**src/frot_pkg.sv**
```systemverilog
// shared types, constants and codes for the frame rotator
package frot_pkg;

  localparam int MAX_WIDTH   = 64;
  localparam int MAX_HEIGHT  = 64;
  localparam int STORE_DEPTH = MAX_WIDTH * MAX_HEIGHT;
  localparam int ADDR_W      = $clog2(STORE_DEPTH);
  localparam int COL_W       = $clog2(MAX_WIDTH);
  localparam int ROW_W       = $clog2(MAX_HEIGHT);

  localparam int DIM_W  = 7;
  localparam int PIX_W  = 24;
  localparam int MODE_W = 2;
  localparam int REG_W  = 2;

  localparam logic [DIM_W-1:0] DIM_MAX_W = DIM_W'(MAX_WIDTH);
  localparam logic [DIM_W-1:0] DIM_MAX_H = DIM_W'(MAX_HEIGHT);

  localparam logic OP_LOAD = 1'b0;
  localparam logic OP_READ = 1'b1;

  localparam logic [REG_W-1:0] REG_IMAGE_WIDTH  = 2'd0;
  localparam logic [REG_W-1:0] REG_IMAGE_HEIGHT = 2'd1;
  localparam logic [REG_W-1:0] REG_ROTATE_MODE  = 2'd2;

  typedef enum logic [MODE_W-1:0] {
    MODE_CW  = 2'd0,
    MODE_CCW = 2'd1,
    MODE_180 = 2'd2
  } rot_mode_t;

  typedef struct packed {
    logic             operation;
    logic [PIX_W-1:0] pixel_rgb;
  } in_item_t;

  typedef struct packed {
    logic [PIX_W-1:0] rotated_rgb;
    logic             frame_last;
  } out_item_t;

  // effective frame settings, sizes already clamped
  typedef struct packed {
    logic [DIM_W-1:0]  width;
    logic [DIM_W-1:0]  height;
    logic [MODE_W-1:0] mode;
  } frame_cfg_t;

  // one store access handed from the address generator
  typedef struct packed {
    logic              op;
    logic [ADDR_W-1:0] addr;
    logic [PIX_W-1:0]  pixel;
    logic              last;
  } store_req_t;

endpackage

```
**src/frot_addr.sv**
```systemverilog
// load and read position counters and rotated address generation
module frot_addr (
  input  logic                   clk,
  input  logic                   rst,
  input  logic                   restart,
  input  frot_pkg::frame_cfg_t   cfg,
  input  logic                   accept,
  input  frot_pkg::in_item_t     item,
  output frot_pkg::store_req_t   req
);
  import frot_pkg::*;

  logic [COL_W-1:0]    col;
  logic [ROW_W-1:0]    row;
  logic [ADDR_W-1:0]   col_term;   // col * height
  logic [ADDR_W-1:0]   lin;        // row * width + col
  logic [ADDR_W-1:0]   read_index;

  logic [2*DIM_W-1:0]  n_full;
  logic [2*DIM_W:0]    n_minus1;
  logic [ADDR_W-1:0]   last_idx;
  logic [ADDR_W-1:0]   base_cw;
  logic [ADDR_W-1:0]   wr_addr;
  logic                col_wrap;
  logic                row_wrap;
  logic                is_load;

  assign n_full   = cfg.width * cfg.height;
  assign n_minus1 = {1'b0, n_full} - (2*DIM_W+1)'(1);
  assign last_idx = n_minus1[ADDR_W-1:0];

  // clockwise position: c*h + (h-1-r)
  assign base_cw = col_term + ADDR_W'(cfg.height) - ADDR_W'(1) - ADDR_W'(row);

  always_comb begin
    case (cfg.mode)
      MODE_CCW: wr_addr = last_idx - base_cw;
      MODE_180: wr_addr = last_idx - lin;
      default:  wr_addr = base_cw;
    endcase
  end

  assign is_load  = (item.operation == OP_LOAD);
  assign col_wrap = (DIM_W'(col) == cfg.width - DIM_W'(1));
  assign row_wrap = (DIM_W'(row) == cfg.height - DIM_W'(1));

  always_comb begin
    req.op    = item.operation;
    req.addr  = is_load ? wr_addr : read_index;
    req.pixel = item.pixel_rgb;
    req.last  = (read_index == last_idx);
  end

  always_ff @(posedge clk) begin
    if (rst || restart) begin
      col        <= '0;
      row        <= '0;
      col_term   <= '0;
      lin        <= '0;
      read_index <= '0;
    end else if (accept) begin
      if (is_load) begin
        if (col_wrap) begin
          col      <= '0;
          col_term <= '0;
          if (row_wrap) begin
            row <= '0;
            lin <= '0;
          end else begin
            row <= row + ROW_W'(1);
            lin <= lin + ADDR_W'(1);
          end
        end else begin
          col      <= col + COL_W'(1);
          col_term <= col_term + ADDR_W'(cfg.height);
          lin      <= lin + ADDR_W'(1);
        end
      end else begin
        read_index <= req.last ? '0 : read_index + ADDR_W'(1);
      end
    end
  end

endmodule

```
**config.mk**
```make
export PLATFORM = sky130hd
export DESIGN_NAME = frot_addr
export DESIGN_NICKNAME = d
export VERILOG_FILES = /design/src/frot_pkg.sv /design/src/frot_addr.sv
export SDC_FILE = /design/constraint.sdc
export NUM_CORES = 1
export LEC_CHECK = 0
export ABC_AREA = 0
export BUFFER_PORTS_ARGS = -buffer_cell sky130_fd_sc_hd__buf_4
export CORE_ASPECT_RATIO = 1.5
export CORE_UTILIZATION = 55
export CTS_CLUSTER_DIAMETER = 80
export DETAILED_ROUTE_END_ITERATION = 10
export HOLD_SLACK_MARGIN = 0.05
export PLACE_DENSITY = 0.82
export SYNTH_ARGS = -nofsm -noshare
export SYNTH_HDL_FRONTEND = slang
export SYNTH_SLANG_ARGS = --single-unit
```
**constraint.sdc**
```tcl
create_clock -name clk -period 12.38 [get_ports clk]
set_input_delay 0.619 -clock clk [delete_from_list [all_inputs] [get_ports clk]]
set_output_delay 0.619 -clock clk [all_outputs]
set_load 0.005 [all_outputs]
```
==> impl_metrics.py <==
metrics = {
    "die": {
        "start_util_pct": 56.6,
        "row_count": 46,
        "coreArea_um2": 10600,
        "dieArea_um2": 11300,
        "io_pins": 83,
        "die_w_um": 87.2,
        "die_h_um": 130,
    },
    "clock_tree": {
        "cts-resized-gates": 0,
        "cts_root_buf": "clkbuf_16",
        "cts.htree.levels": 2,
        "clk_pin_slew_ns": 0.07,
        "cts_setup_buffers": 0,
        "cts.sinks": 48,
        "cts.path.max_buffers": 2,
        "tritoncts": "done",
        "insertion_delay_ns": 0.29,
        "numCtsBuffers": 5,
        "cts_hold_buf": 0,
    },
    "drt": {
        "num_vias": 5177,
        "first_pass_iters": 5,
        "wl_met2_mm": 7.63,
        "highest_layer": "met4",
        "wl_met3_um": 542,
        "totalWireLength_mm": 14.5,
        "viasPerCell": 5.77,
        "drc": 0,
        "drt-initial-drc-count": 224,
        "wl_met1_mm": 5.68,
        "antenna_left": 0,
        "wl_per_cell_um": 16.2,
    },
    "critical_path": {
        "startpoint": "cfg[6]",
        "reg2reg_setup_slack_ns": 9.40,
        "critPathRequiredTime_ns": 11.76,
        "r2r-end": "row[5]$_SDFFE_PP0P_",
        "crit_type": "in -> out",
        "endpoint_kind": "output port",
        "rr_worst_depth": 8,
        "timing.rr.start": "col[3]$_SDFFE_PP0P_",
        "startpoint_type": "input port",
        "path_max_fanout": 10,
        "cp.arrival_ns": 5.80,
        "cp-endpoint": "req[35]",
    },
    "sta": {
        "slew_headroom_pct": 40.4,
        "finClkSkew_ns": 0.00615,
        "setup_violations": 0,
        "worstMarginPinSlew_ns": 0.891,
        "fin_crit_ns": 6.42,
        "rsz0062_at_grt": "no",
        "max_clock_freq_mhz": 156,
        "slew_violations": 0,
        "min_period_over_period_pct": 51.8,
        "hold_viol": 0,
        "setup-tns-final_ns": 0,
    },
    "global_route": {
        "antenna_found_initial": 0,
        "grt_max_degree": 27,
        "grt_use_total_pct": 26.8,
        "first_global_vias": 5298,
        "gr-total-overflow": 0,
        "grt_pass1_wl_mm": 24.2,
    },
    "power_and_ir_drop": {
        "cellLeakagePower_nw": 2.56,
        "pwr_density_cell_nw_per_um2": 175,
        "vdd_drop_max_uv": 95.2,
        "p_total_mw": 1.10,
    },
    "yosys": {
        "synthesis.nets": 901,
        "avgSynthCellArea_um2": 7.79,
        "synth.distinct_cells": 65,
        "ys_seq_area_share_pct": 16.0,
        "synth_edf_count": 0,
        "synth-seq-cells": 48,
        "synth-async-reset-ratio_pct": 0,
        "yosysWarnings": 0,
        "syn_inst": 769,
        "synthFlopType": "dfxtp_1",
        "syn_area_um2": 5990,
    },
    "cells_and_area": {
        "final_area_um2": 6270,
        "final_core_util_pct": 59.2,
        "n_antenna_cell": 0,
        "nets": 885,
        "drive_gt1_share_pct": 8.89,
        "syn2layout_area_growth_pct": 4.70,
    },
    "run": {
        "drv_cap": 0,
    },
    "place": {
        "place_congestion": 0.931,
        "numPortBuffers": 34,
        "placed_area_um2": 6120,
        "dp_hpwl_mm": 11.6,
    },
    "run_status": {
        "status": "complete, no violations",
    },
    "worst_hold_path": {
        "min_path_type": "reg -> reg",
    },
}
-- layout make-up --
type                            count  area [um^2]
Multi-Input combinational cell    599         4470
Fill cell                         981         4320
Clock inverter                      2         13.8
Tap cell                          144          180
Inverter                           63          236
Timing Repair Buffer               36          270
Clock buffer                        6          139
Sequential cell                    48          961
-- worst max-delay path, cell delays in order --
cell and delay [ns]:
buf_4 0.17, nand2_1 0.10, fa_1 0.56, fa_1 0.44
fa_1 0.51, fa_1 0.55, inv_1 0.04, ha_1 0.36
nand3_1 0.11, o211ai_1 0.26, nor2_1 0.08, xnor2_1 0.38
ha_1 0.35, a21oi_1 0.15, o21ai_0 0.15, nand2_1 0.10
a21oi_1 0.05, a211o_1 0.34, nor4_1 0.22, a211oi_1 0.10
buf_4 0.15
-- synthesized netlist by cell type (all sizes together), types with 2 or more instances --
cell type,instances,area share (%)
a211oi,11,1.7
clkbuf,27,1.7
o211ai,9,1.2
ha,55,11
o21a,8,1.1
nand3b,3,0.38
dfxtp,48,16
a31oi,3,0.42
nor2b,7,0.73
or2,4,0.42
fa,32,11
xor2,33,4.8
mux2,2,0.38
nor4,8,0.94
a21o,7,0.88
inv,63,3.9
nand2b,4,0.42
or4,2,0.38
o31ai,4,0.81
a21oi,54,4.7
nor3,13,1.1
nor3b,2,0.25
buf,32,3.7
o21ai,34,2.9
nand3,26,2.2
nand4,13,1.4
xnor2,60,8.9
and2,16,1.7
o21bai,4,0.50
mux2i,9,1.5
nand2,78,4.9
o31a,2,0.29
and3,5,0.52
nor2,74,4.6
-- cell families (layout without fill, tap and decap cells) --
| logic type | Yosys count | count (layout) | synth area share (%) |
|---|---|---|---|
| adder cells (fa/ha/maj) | 88 | 88 | 22.3 |
| XOR/XNOR | 93 | 93 | 13.7 |
| buffers and inverters | 122 | 107 | 9.31 |
| AND/OR/NAND/NOR | 262 | 262 | 20.9 |
| multiplexers | 11 | 11 | 1.88 |
| AO/OA/AOI/OAI | 145 | 145 | 15.8 |
| flip-flops | 48 | 48 | 16.0 |
-- worst min path at each step --
stage,end,start,slack [ns],cells after the start
5_1_grt,col_term[4]$_SDFFE_PP0P_,col_term[4]$_SDFFE_PP0P_,0.48,2
4_1_cts,col_term[2]$_SDFFE_PP0P_,col_term[2]$_SDFFE_PP0P_,0.46,2
2_1_floorplan,col_term[0]$_SDFFE_PP0P_,col_term[0]$_SDFFE_PP0P_,0.44,2
6_report,col_term[2]$_SDFFE_PP0P_,col_term[2]$_SDFFE_PP0P_,0.46,2
3_5_place_dp,col_term[2]$_SDFFE_PP0P_,col_term[2]$_SDFFE_PP0P_,0.45,2
3_3_place_gp,col_term[5]$_SDFFE_PP0P_,col_term[5]$_SDFFE_PP0P_,0.44,2
-- sequential cells by signal (all words and copies together) (netlist names) --
name / count
row: 6
lin: 12
col: 6
read_index: 12
col_term: 12
-- cell usage in the layout, fill, tap and decap left out, types with 9 or more instances in the layout --
master    netlist  routed
buf_4          25      36
nor2_1         74      74
and2_1         16      16
nor3_1         13      13
inv_1          62      62
xnor2_1        59      59
mux2i_1         9       9
nand3_1        26      26
fa_1           32      32
nand2_1        78      78
xor2_1         33      33
a211oi_1        9       9
a21oi_1        53      53
o21ai_0        33      33
ha_1           55      55
dfxtp_1        48      48
nand4_1        13      13
-- metal layers --
layer	up-vias	GRT usage, %
li1	2527	-
met1	2450	28.8
met2	153	50.8
met3	47	3.04
met4	0	13.9
met5	-	0
-- power by group --
part,leakage [nW],internal [mW],switching [mW]
logic,2.09,0.350,0.448
clock network,0.0772,0.0810,0.0639
registers,0.387,0.155,0.00117
-- stage by stage --
stage | cells | hold WS [ns] | setup WS [ns]
after CTS | 898 | 0.461 | 6.05
after global routing | 898 | 0.480 | 5.80
after floorplan | 769 | 0.436 | 6.49
after global placement | 890 | 0.444 | 6.18
after detailed placement | 890 | 0.452 | 6.05
final | 898 | 0.461 | 5.96
Note: power is estimated with default switching activity, not from simulation.
