## config.mk

```make
export PLATFORM = sky130hd
export DESIGN_NAME = frot_cfg
export DESIGN_NICKNAME = d
export VERILOG_FILES = /design/src/frot_pkg.sv /design/src/frot_cfg.sv
export SDC_FILE = /design/constraint.sdc
export NUM_CORES = 1
export LEC_CHECK = 0
export BUFFER_PORTS_ARGS = -buffer_cell sky130_fd_sc_hd__buf_2
export CAP_MARGIN = 20
export CORE_MARGIN = 8
export CORE_UTILIZATION = 44
export DETAILED_ROUTE_END_ITERATION = 16
export PLACE_DENSITY = 0.84
export SLEW_MARGIN = 10
export SYNTH_ARGS = -nofsm -noshare
export SYNTH_HDL_FRONTEND = slang
export SYNTH_SLANG_ARGS = --single-unit
```

## constraint.sdc

```tcl
create_clock -name clk -period 1.1 [get_ports clk]
set_input_delay 0.22 -clock clk [delete_from_list [all_inputs] [get_ports clk]]
set_output_delay 0.22 -clock clk [all_outputs]
set_load 0.01 [all_outputs]
```

## src/frot_pkg.sv

```systemverilog
// shared types, constants and codes for the frame rotator
package frot_pkg;

  localparam int MAX_WIDTH   = 64;
  localparam int MAX_HEIGHT  = 64;
  localparam int STORE_DEPTH = MAX_WIDTH * MAX_HEIGHT;
  localparam int ADDR_W      = $clog2(STORE_DEPTH);
  localparam int COL_W       = $clog2(MAX_WIDTH);
  localparam int ROW_W       = $clog2(MAX_HEIGHT);

  localparam int DIM_W  = 7;
  localparam int PIX_W  = 24;
  localparam int MODE_W = 2;
  localparam int REG_W  = 2;

  localparam logic [DIM_W-1:0] DIM_MAX_W = DIM_W'(MAX_WIDTH);
  localparam logic [DIM_W-1:0] DIM_MAX_H = DIM_W'(MAX_HEIGHT);

  localparam logic OP_LOAD = 1'b0;
  localparam logic OP_READ = 1'b1;

  localparam logic [REG_W-1:0] REG_IMAGE_WIDTH  = 2'd0;
  localparam logic [REG_W-1:0] REG_IMAGE_HEIGHT = 2'd1;
  localparam logic [REG_W-1:0] REG_ROTATE_MODE  = 2'd2;

  typedef enum logic [MODE_W-1:0] {
    MODE_CW  = 2'd0,
    MODE_CCW = 2'd1,
    MODE_180 = 2'd2
  } rot_mode_t;

  typedef struct packed {
    logic             operation;
    logic [PIX_W-1:0] pixel_rgb;
  } in_item_t;

  typedef struct packed {
    logic [PIX_W-1:0] rotated_rgb;
    logic             frame_last;
  } out_item_t;

  // effective frame settings, sizes already clamped
  typedef struct packed {
    logic [DIM_W-1:0]  width;
    logic [DIM_W-1:0]  height;
    logic [MODE_W-1:0] mode;
  } frame_cfg_t;

  // one store access handed from the address generator
  typedef struct packed {
    logic              op;
    logic [ADDR_W-1:0] addr;
    logic [PIX_W-1:0]  pixel;
    logic              last;
  } store_req_t;

endpackage

```

## src/frot_cfg.sv

```systemverilog
// configuration registers with size clamping and frame restart
module frot_cfg (
  input  logic                      clk,
  input  logic                      rst,
  input  logic                      cfg_valid,
  output logic                      cfg_ready,
  input  logic [frot_pkg::REG_W-1:0] cfg_index,
  input  logic [frot_pkg::DIM_W-1:0] cfg_data,
  output frot_pkg::frame_cfg_t      cfg,
  output logic                      restart
);
  import frot_pkg::*;

  logic             wr_fire;
  logic [DIM_W-1:0] clamp_w;
  logic [DIM_W-1:0] clamp_h;

  assign cfg_ready = 1'b1;
  assign wr_fire   = cfg_valid && cfg_ready;

  // zero acts as one, oversize acts as the maximum
  always_comb begin
    if (cfg_data == '0) begin
      clamp_w = DIM_W'(1);
      clamp_h = DIM_W'(1);
    end else begin
      clamp_w = (cfg_data > DIM_MAX_W) ? DIM_MAX_W : cfg_data;
      clamp_h = (cfg_data > DIM_MAX_H) ? DIM_MAX_H : cfg_data;
    end
  end

  assign restart = wr_fire && (cfg_index == REG_IMAGE_WIDTH ||
                               cfg_index == REG_IMAGE_HEIGHT ||
                               cfg_index == REG_ROTATE_MODE);

  always_ff @(posedge clk) begin
    if (rst) begin
      cfg.width  <= DIM_W'(64);
      cfg.height <= DIM_W'(64);
      cfg.mode   <= MODE_CW;
    end else if (wr_fire) begin
      case (cfg_index)
        REG_IMAGE_WIDTH:  cfg.width  <= clamp_w;
        REG_IMAGE_HEIGHT: cfg.height <= clamp_h;
        REG_ROTATE_MODE:  cfg.mode   <= cfg_data[MODE_W-1:0];
        default: ;
      endcase
    end
  end

endmodule

```

==> results of run 1 <==
cell families after synthesis:
| kind of cell | Yosys count |
|---|---|
| compound gates | 9 |
| buf+inv | 6 |
| flops | 16 |
| mux | 7 |
| other cells | 1 |
| simple gates | 38 |
stage by stage:
stage	power, mW	cells	hold WS [ns]	area (µm²)	util, %
global placement	0.749	121	0.441	857	57.6
global route	1.09	124	0.186	880	59.1
finish	1.04	124	0.188	880	59.1
detailed placement	0.755	121	0.443	857	57.6
floorplan	0.691	77	0.338	692	-
CTS	1.04	124	0.194	880	59.1
metal layers:
metal  global-route usage [%]  vias up  part of all wire [%]
li1                         -      320                     -
met1                     14.5      293                    44
met2                     18.4       36                    47
met3                     5.02        2                   8.1
met4                     4.58        0                  0.51
met5                        0        -                     0
cells in the mapped netlist, drive strengths merged:
cell type  count
nor3b          2
mux2i          7
dfxtp         16
o311ai         1
nor2          10
nand2         12
nand3b         3
inv            1
conb           1
buf            4
o21bai         1
a21boi         1
and3b          1
a21oi          5
a211o          1
clkbuf         1
nor2b          6
nor4           1
nand4b         2
nand3          1
path summary, 6_finish.rpt:
path	cells past startpoint	to	from
setup / recovery	1	cfg[14]	cfg[14]
hold / removal	3	cfg[0]	cfg_data[0]
setup reg to reg	2	cfg[9]	cfg[9]
hold reg to reg	2	cfg[4]	cfg[4]
final cells by class:
type / count / area, µm²
Multi-Input combinational cell: 55 / 335
Tap cell: 16 / 20.0
Sequential cell: 16 / 320
Fill cell: 141 / 609
Clock buffer: 3 / 22.5
Inverter: 1 / 3.75
Timing Repair Buffer: 33 / 178
report_power, final:
part / internal, mW / leakage (nW) / switching [mW]
Clock: 0.127 / 0.0138 / 0.168
Sequential: 0.593 / 0.130 / 0.00681
Combinational: 0.0655 / 0.269 / 0.0771
worst register-to-register path, cell delays in order, from the launching register on:
cell and delay (ns):
dfxtp_1 0.35, inv_1 0.04, o311ai_0 0.33
timing repair:
item                       in CTS  in global routing
hold buffers                    0                  0
gates resized for setup         0                  1
setup endpoints to repair       0                  1
==> results.yml, run 1 <==
outcome:
  status: "complete, no violations"
detailed_routing:
  routed_via_density: 5.25
  drc: 0
  wl_mm: 1.75
  ant_nets: 0
  vias: 651
  drtPass1Iterations: 4
  first_iter_violations: 18
  post_drt_wl_per_cell_um: 14.1
worst_setup_path:
  path_max_fanout: 2
  max_stage_delay_ns: 0.37
  start_kind: "flop"
  path_delay_family: "flip-flops"
  critPathArrivalTime_ns: 0.80
  reg2reg_slack_ns: 0.27
  crit_buf_inv: 1
  path_class: "reg2out"
  required_ns: 0.88
  crit_chain: "buf_2"
  endpoint_kind: "output port"
  critPathSlowestCell: "dfxtp_1"
die:
  die_h_um: 55.7
  placementRows: 14
  ios: 30
  die_width_um: 55.7
  initial_core_util_pct: 46.5
  coreArea_um2: 1490
  die-area_um2: 3100
power_and_ir_drop:
  p_leak_nw: 0.412
  power.density_nw_per_um2: 1180
  peakVddDrop_uv: 752
min_path:
  min_path_type: "in2reg"
timing:
  tns_ns: 0
  finalCritPeriodShare_pct: 92.5
  fmax_ghz: 0.983
  rsz0062_at_grt: "no"
  clock_skew_ns: 0
  hold_violations: 0
  fin_crit_ns: 1.02
  slew_violations: 0
  finalSetupViolCount: 0
  setup_ws_ns: 0.0824
logic_synthesis:
  syn_area_um2: 692
  synth-compound-area-share_pct: 8.32
  yosysWarnings: 0
  yosysTopAreaCell: "dfxtp_1"
  synth_adder_area_share_pct: 0
  avgSynthCellArea_um2: 8.99
  synth_top_area_share_pct: 46.3
  synth_top_family_by_area: "simple AND/OR/NAND/NOR gates"
  synth_fp_nets: 89
  synth.ff_latch_count: 16
  synth_cells: 77
  yosys-top-cells-area: "dfxtp_1 46%, mux2i_1 10%, nand2_1 6.5%"
  synth_xor_area_share_pct: 0
  synth-simple-area-share_pct: 29.5
  yosysUniqueCellTypes: 24
  yosysSeqAreaShare_pct: 46.3
  synth.area.mux_share_pct: 10.1
clock_tree:
  cts_made_buffers: 3
  cts.sinks: 16
  tritoncts: "built"
  htreeDepth: 1
  insertion_delay_ns: 0.28
  clockRootBuffer: "clkbuf_4"
  path_clk_slew_ns: 0.08
  cts_buffer_depth: 2
  cts_setup_buffers: 0
layout:
  fin_nets: 122
  drive_gt1_share_pct: 36.1
  antenna_cells: 0
  most-common-layout-cells: "28 x buf_2, 16 x dfxtp_1, 12 x nand2_1, 10 x nor2_1, 7 x mux2i_1"
  final_common_cell: "buf_2"
  largest_reg_flops: 16
  reg_top3: "cfg x16"
  area_growth_pct: 27.1
  regMostFlops: "cfg"
placement:
  gp_congestion: 0.804
  dp_hpwl_mm: 1.42
  portBuffers: 28
  pre_cts_slack_ns: -0.0529
global_route:
  grt_max_degree: 13
  grt.total_usage_pct: 12.0
  overflow: 0
  grt_first_pass_wirelength_mm: 3.13
  grt_pass1_vias: 664
  antenna_found_initial: 0
run:
  maxCapViolations: 0
(Power assumes the default switching activity.)
==> inputs of run 2 (changes only) <==
CORE_UTILIZATION = 48   (was 44)
PLACE_DENSITY = 0.9   (was 0.84)
SKIP_CTS_REPAIR_TIMING = 1   (was default)
clock period = 1.3 ns   (was 1.1 ns; I/O delays follow)
==> run 2 against run 1 <==
Effect of this change: final area is 2.0% lower; clock skew unchanged; worst setup slack gained 0.19 ns; non-clock buffer count shrank 4; total power decreased by 9.2%; worst hold slack improved by 0.043 ns; critical path type is now in2out.
==> results.yml, run 2 (synthesis gave the netlist of run 1 again) <==
clock_tree:
  clockRootBuffer: "clkbuf_4"
  cts.sinks: 16
  htreeDepth: 1
  path_clk_slew_ns: 0.09
  cts_made_buffers: 3
  insertion_delay_ns: 0.28
  cts_buffer_depth: 2
  tritoncts: "built"
placement:
  portBuffers: 28
  pre_cts_slack_ns: 0.106
  place_area_um2: 826
  dp_hpwl_mm: 1.30
  gp_congestion: 0.722
timing:
  tns_ns: 0
  slew_violations: 0
  finalSetupViolCount: 0
  fin_crit_ns: 1.03
  hold_violations: 0
  rsz0062_at_grt: "no"
  fmax_ghz: 0.971
  finalCritPeriodShare_pct: 79.3
  setup_ws_ns: 0.270
  clock_skew_ns: 0
detailed_routing:
  ant_nets: 0
  post_drt_wl_per_cell_um: 13.4
  vias: 622
  drc: 0
  wl_mm: 1.60
  first_iter_violations: 12
  drtPass1Iterations: 3
  routed_via_density: 5.18
die:
  die_h_um: 54.0
  initial_core_util_pct: 52.5
  die-area_um2: 2910
  placementRows: 13
  ios: 30
  die_width_um: 54.0
  coreArea_um2: 1320
power_and_ir_drop:
  p_leak_nw: 0.399
  power.density_nw_per_um2: 1090
  peakVddDrop_uv: 559
  fin_total_pwr_uw: 942
global_route:
  grt.total_usage_pct: 12.3
  overflow: 0
  grt_first_pass_wirelength_mm: 2.68
  antenna_found_initial: 0
  grt_max_degree: 19
  grt_pass1_vias: 605
worst_setup_path:
  crit_top_cell: "buf_2"
  crit_chain: "buf_2 -> a21boi_0 -> buf_2"
  critPathSlowestCell: "a21boi_0"
  endpoint_kind: "output port"
  path_class: "in2out"
  required_ns: 1.04
  path_max_fanout: 5
  start_kind: "input pin"
  max_stage_delay_ns: 0.22
  critPathArrivalTime_ns: 0.77
layout:
  fin_nets: 118
  final_common_cell: "buf_2"
  area_growth_pct: 24.6
  nFillCells: 115
  final_util_pct: 65.4
  largest_reg_flops: 16
  drive_gt1_share_pct: 34.3
  most-common-layout-cells: "28 x buf_2, 16 x dfxtp_1, 12 x nand2_1, 10 x nor2_1, 7 x mux2i_1"
  antenna_cells: 0
  final_cell_area_um2: 862
  regMostFlops: "cfg"
  reg_top3: "cfg x16"
outcome:
  status: "complete, no violations"
run:
  maxCapViolations: 0
min_path:
  min_path_type: "in2reg"
## run 2: cell count changes in the layout (fill, tap and decap cells not counted), sizes merged
cell    previous run  this run
buf               33        29
clkbuf             3         4
## run 2: cell type report
type / instances / area (µm²) / area share [%]
Inverter: 1 / 3.75 / 0.435
Tap cell: 15 / 18.8 / 2.18
Multi-Input combinational cell: 55 / 335 / 38.9
Clock buffer: 4 / 36.3 / 4.21
Timing Repair Buffer: 29 / 148 / 17.1
Sequential cell: 16 / 320 / 37.2
## run 2: path summary, 6_finish.rpt
| path | startpoint | end | slack [ns] | depth (start not counted) |
|---|---|---|---|---|
| hold / removal | cfg_data[0] | cfg[0] | 0.23 | 3 |
| setup / recovery | cfg_valid | restart | 0.27 | 3 |
| setup reg to reg | cfg[15] | cfg[15] | 0.48 | 2 |
| hold reg to reg | cfg[6] | cfg[6] | 0.46 | 2 |
## run 2: worst max-delay path: cells and delay by family
| family | cells | cell delay, ns |
|---|---|---|
| buf+inv | 2 | 0.29 |
| compound gates | 1 | 0.22 |
## run 2: stage by stage
stage / std cells / hold slack [ns]
2_1_floorplan: 77 / 0.378
3_3_place_gp: 116 / 0.439
3_5_place_dp: 116 / 0.446
4_1_cts: 120 / 0.217
5_1_grt: 120 / 0.217
6_report: 120 / 0.231
## run 2: per-layer routing
layer  global-route usage (%)  routed length [µm]  vias to the layer above
li1                         -                   -                      314
met1                     13.2                 689                      284
met2                     19.5                 722                       20
met3                     7.16                 168                        4
met4                     5.04                  23                        0
met5                        0                   0                        -
## run 2: power by group
part           internal [mW]  switching, mW
Combinational         0.0481         0.0619
Sequential             0.502        0.00535
Clock                  0.171          0.154
Total                  0.721          0.221
==> inputs of run 3 (changes only) <==
CORE_UTILIZATION = 40   (was 48)
PLACE_DENSITY = 0.81   (was 0.9)
clock period = 0.9 ns   (was 1.3 ns; I/O delays follow)
==> run 3 against run 2 <==
Effect of this change: the run now ends with setup timing left; sequential power grew 46%; critical path depth shrank 2; critical path type is now reg2out; combinational power grew 95%; register-to-register slack lost 0.46 ns; clock skew is the same; sequential share of layout area shrank 5.1 points; clock power grew 50%; core utilization shrank 1.9 points; final cell count grew 7.5%; non-clock buffer count grew 7.
==> results.yml, run 3 (synthesis gave the netlist of run 1 again) <==
worst_setup_path:
  max_stage_delay_ns: 0.34
  path_class: "reg2out"
  reg2reg_depth: 2
  path_delay_family: "flip-flops"
  critPathSlowestCell: "dfxtp_2"
  critPathArrivalTime_ns: 0.75
  reg2reg_slack_ns: 0.02
  path_max_fanout: 2
  crit_chain: "buf_6"
  required_ns: 0.72
  r2r_end: "cfg[9]"
  endpoint_kind: "output port"
  crit_buf_inv: 1
  rr_startpoint: "cfg[9]"
  start_kind: "flop"
run:
  maxCapViolations: 0
clock_tree:
  tritoncts: "built"
  cts_buffer_depth: 2
  insertion_delay_ns: 0.29
  cts.sinks: 16
  htreeDepth: 1
  cts_made_buffers: 3
  clockRootBuffer: "clkbuf_4"
  path_clk_slew_ns: 0.09
timing:
  clock_skew_ns: 0
  holdWs_ns: 0.164
  slew_violations: 0
  setup_ws_ns: -0.0281
  hold_violations: 0
  fmax_ghz: 1.08
  finalSetupViolCount: 16
  tns_ns: -0.372
  rsz0062_at_grt: "yes"
  fin_crit_ns: 0.928
  finalCritPeriodShare_pct: 103
global_route:
  grt.total_usage_pct: 11.6
  grt_first_pass_wirelength_mm: 2.95
  grt_pass1_vias: 620
  antenna_found_initial: 0
  overflow: 0
  grt_max_degree: 11
min_path:
  min_path_type: "in2reg"
  hold_start: "cfg_data[0]"
  holdPathEnd: "cfg[0]"
  holdPathStages: 3
detailed_routing:
  post_drt_wl_per_cell_um: 15.3
  routed_via_density: 5.21
  ant_nets: 0
  drtPass1Iterations: 4
  drc: 0
  top_layer_used: "met4"
  dr_wl_met2_mm: 1.04
  first_iter_violations: 15
  wl_mm: 1.98
  vias: 672
  met1_length_um: 760
  wl_met3_um: 136
die:
  die_h_um: 57.6
  coreArea_um2: 1670
  die_width_um: 57.6
  ios: 30
  die-area_um2: 3320
  placementRows: 15
  initial_core_util_pct: 41.4
layout:
  most-common-layout-cells: "16 x dfxtp_2, 16 x buf_6, 12 x nand2_1, 12 x buf_2, 10 x nor2_1"
  area_growth_pct: 53.3
  regMostFlops: "cfg"
  largest_reg_flops: 16
  antenna_cells: 0
  reg_top3: "cfg x16"
  drive_gt1_share_pct: 52.7
  fin_nets: 125
power_and_ir_drop:
  p_leak_nw: 0.471
  power.density_nw_per_um2: 1360
  fin_total_pwr_mw: 1.44
  peakVddDrop_uv: 765
placement:
  portBuffers: 28
  dp_hpwl_mm: 1.37
  pre_cts_slack_ns: -0.190
  gp_congestion: 0.753
outcome:
  status: "finished, violations left"
  failed_checks: "setup timing"
## run 3: cell types whose count changed in the layout (fill, tap and decap cells not counted), sizes merged
cell and change:
buf +7
## run 3: worst max path at each step
| stage | to | cells past startpoint | startpoint |
|---|---|---|---|
| finish | cfg[6] | 1 | cfg[6] |
| global route | cfg[14] | 1 | cfg[14] |
| CTS | cfg[14] | 1 | cfg[14] |
| detailed placement | cfg[15] | 5 | cfg_index[1] |
| global placement | cfg[15] | 5 | cfg_index[1] |
| floorplan | cfg[15] | 4 | cfg_index[1] |
## run 3: through the flow
step,util [%],std cells,instance area (µm²)
2_1_floorplan,-,77,703
3_3_place_gp,53.3,123,890
3_5_place_dp,53.3,123,890
4_1_cts,55.4,127,926
5_1_grt,63.5,129,1060
6_report,63.5,129,1060
## run 3: final cells by class
class / count / area (µm²)
well taps: 17 / 21.3
multi-input cells: 55 / 347
clock buffers: 4 / 36.3
inverters: 1 / 3.75
fillers: 134 / 609
repair buffers: 36 / 313
flip-flops and latches: 16 / 340
## run 3: power breakdown
| group | leakage (nW) | switching [mW] | internal [mW] | total [mW] |
|---|---|---|---|---|
| sequential | 0.136 | 0.0124 | 0.729 | 0.741 |
| clock | 0.0210 | 0.240 | 0.247 | 0.487 |
| combinational | 0.314 | 0.102 | 0.113 | 0.215 |
| total | 0.471 | 0.354 | 1.09 | 1.44 |
## run 3: per-layer routing
metal	global-route usage [%]	vias up
li1	-	327
met1	12.3	309
met2	19.1	30
met3	3.81	6
met4	7.50	0
met5	0	-
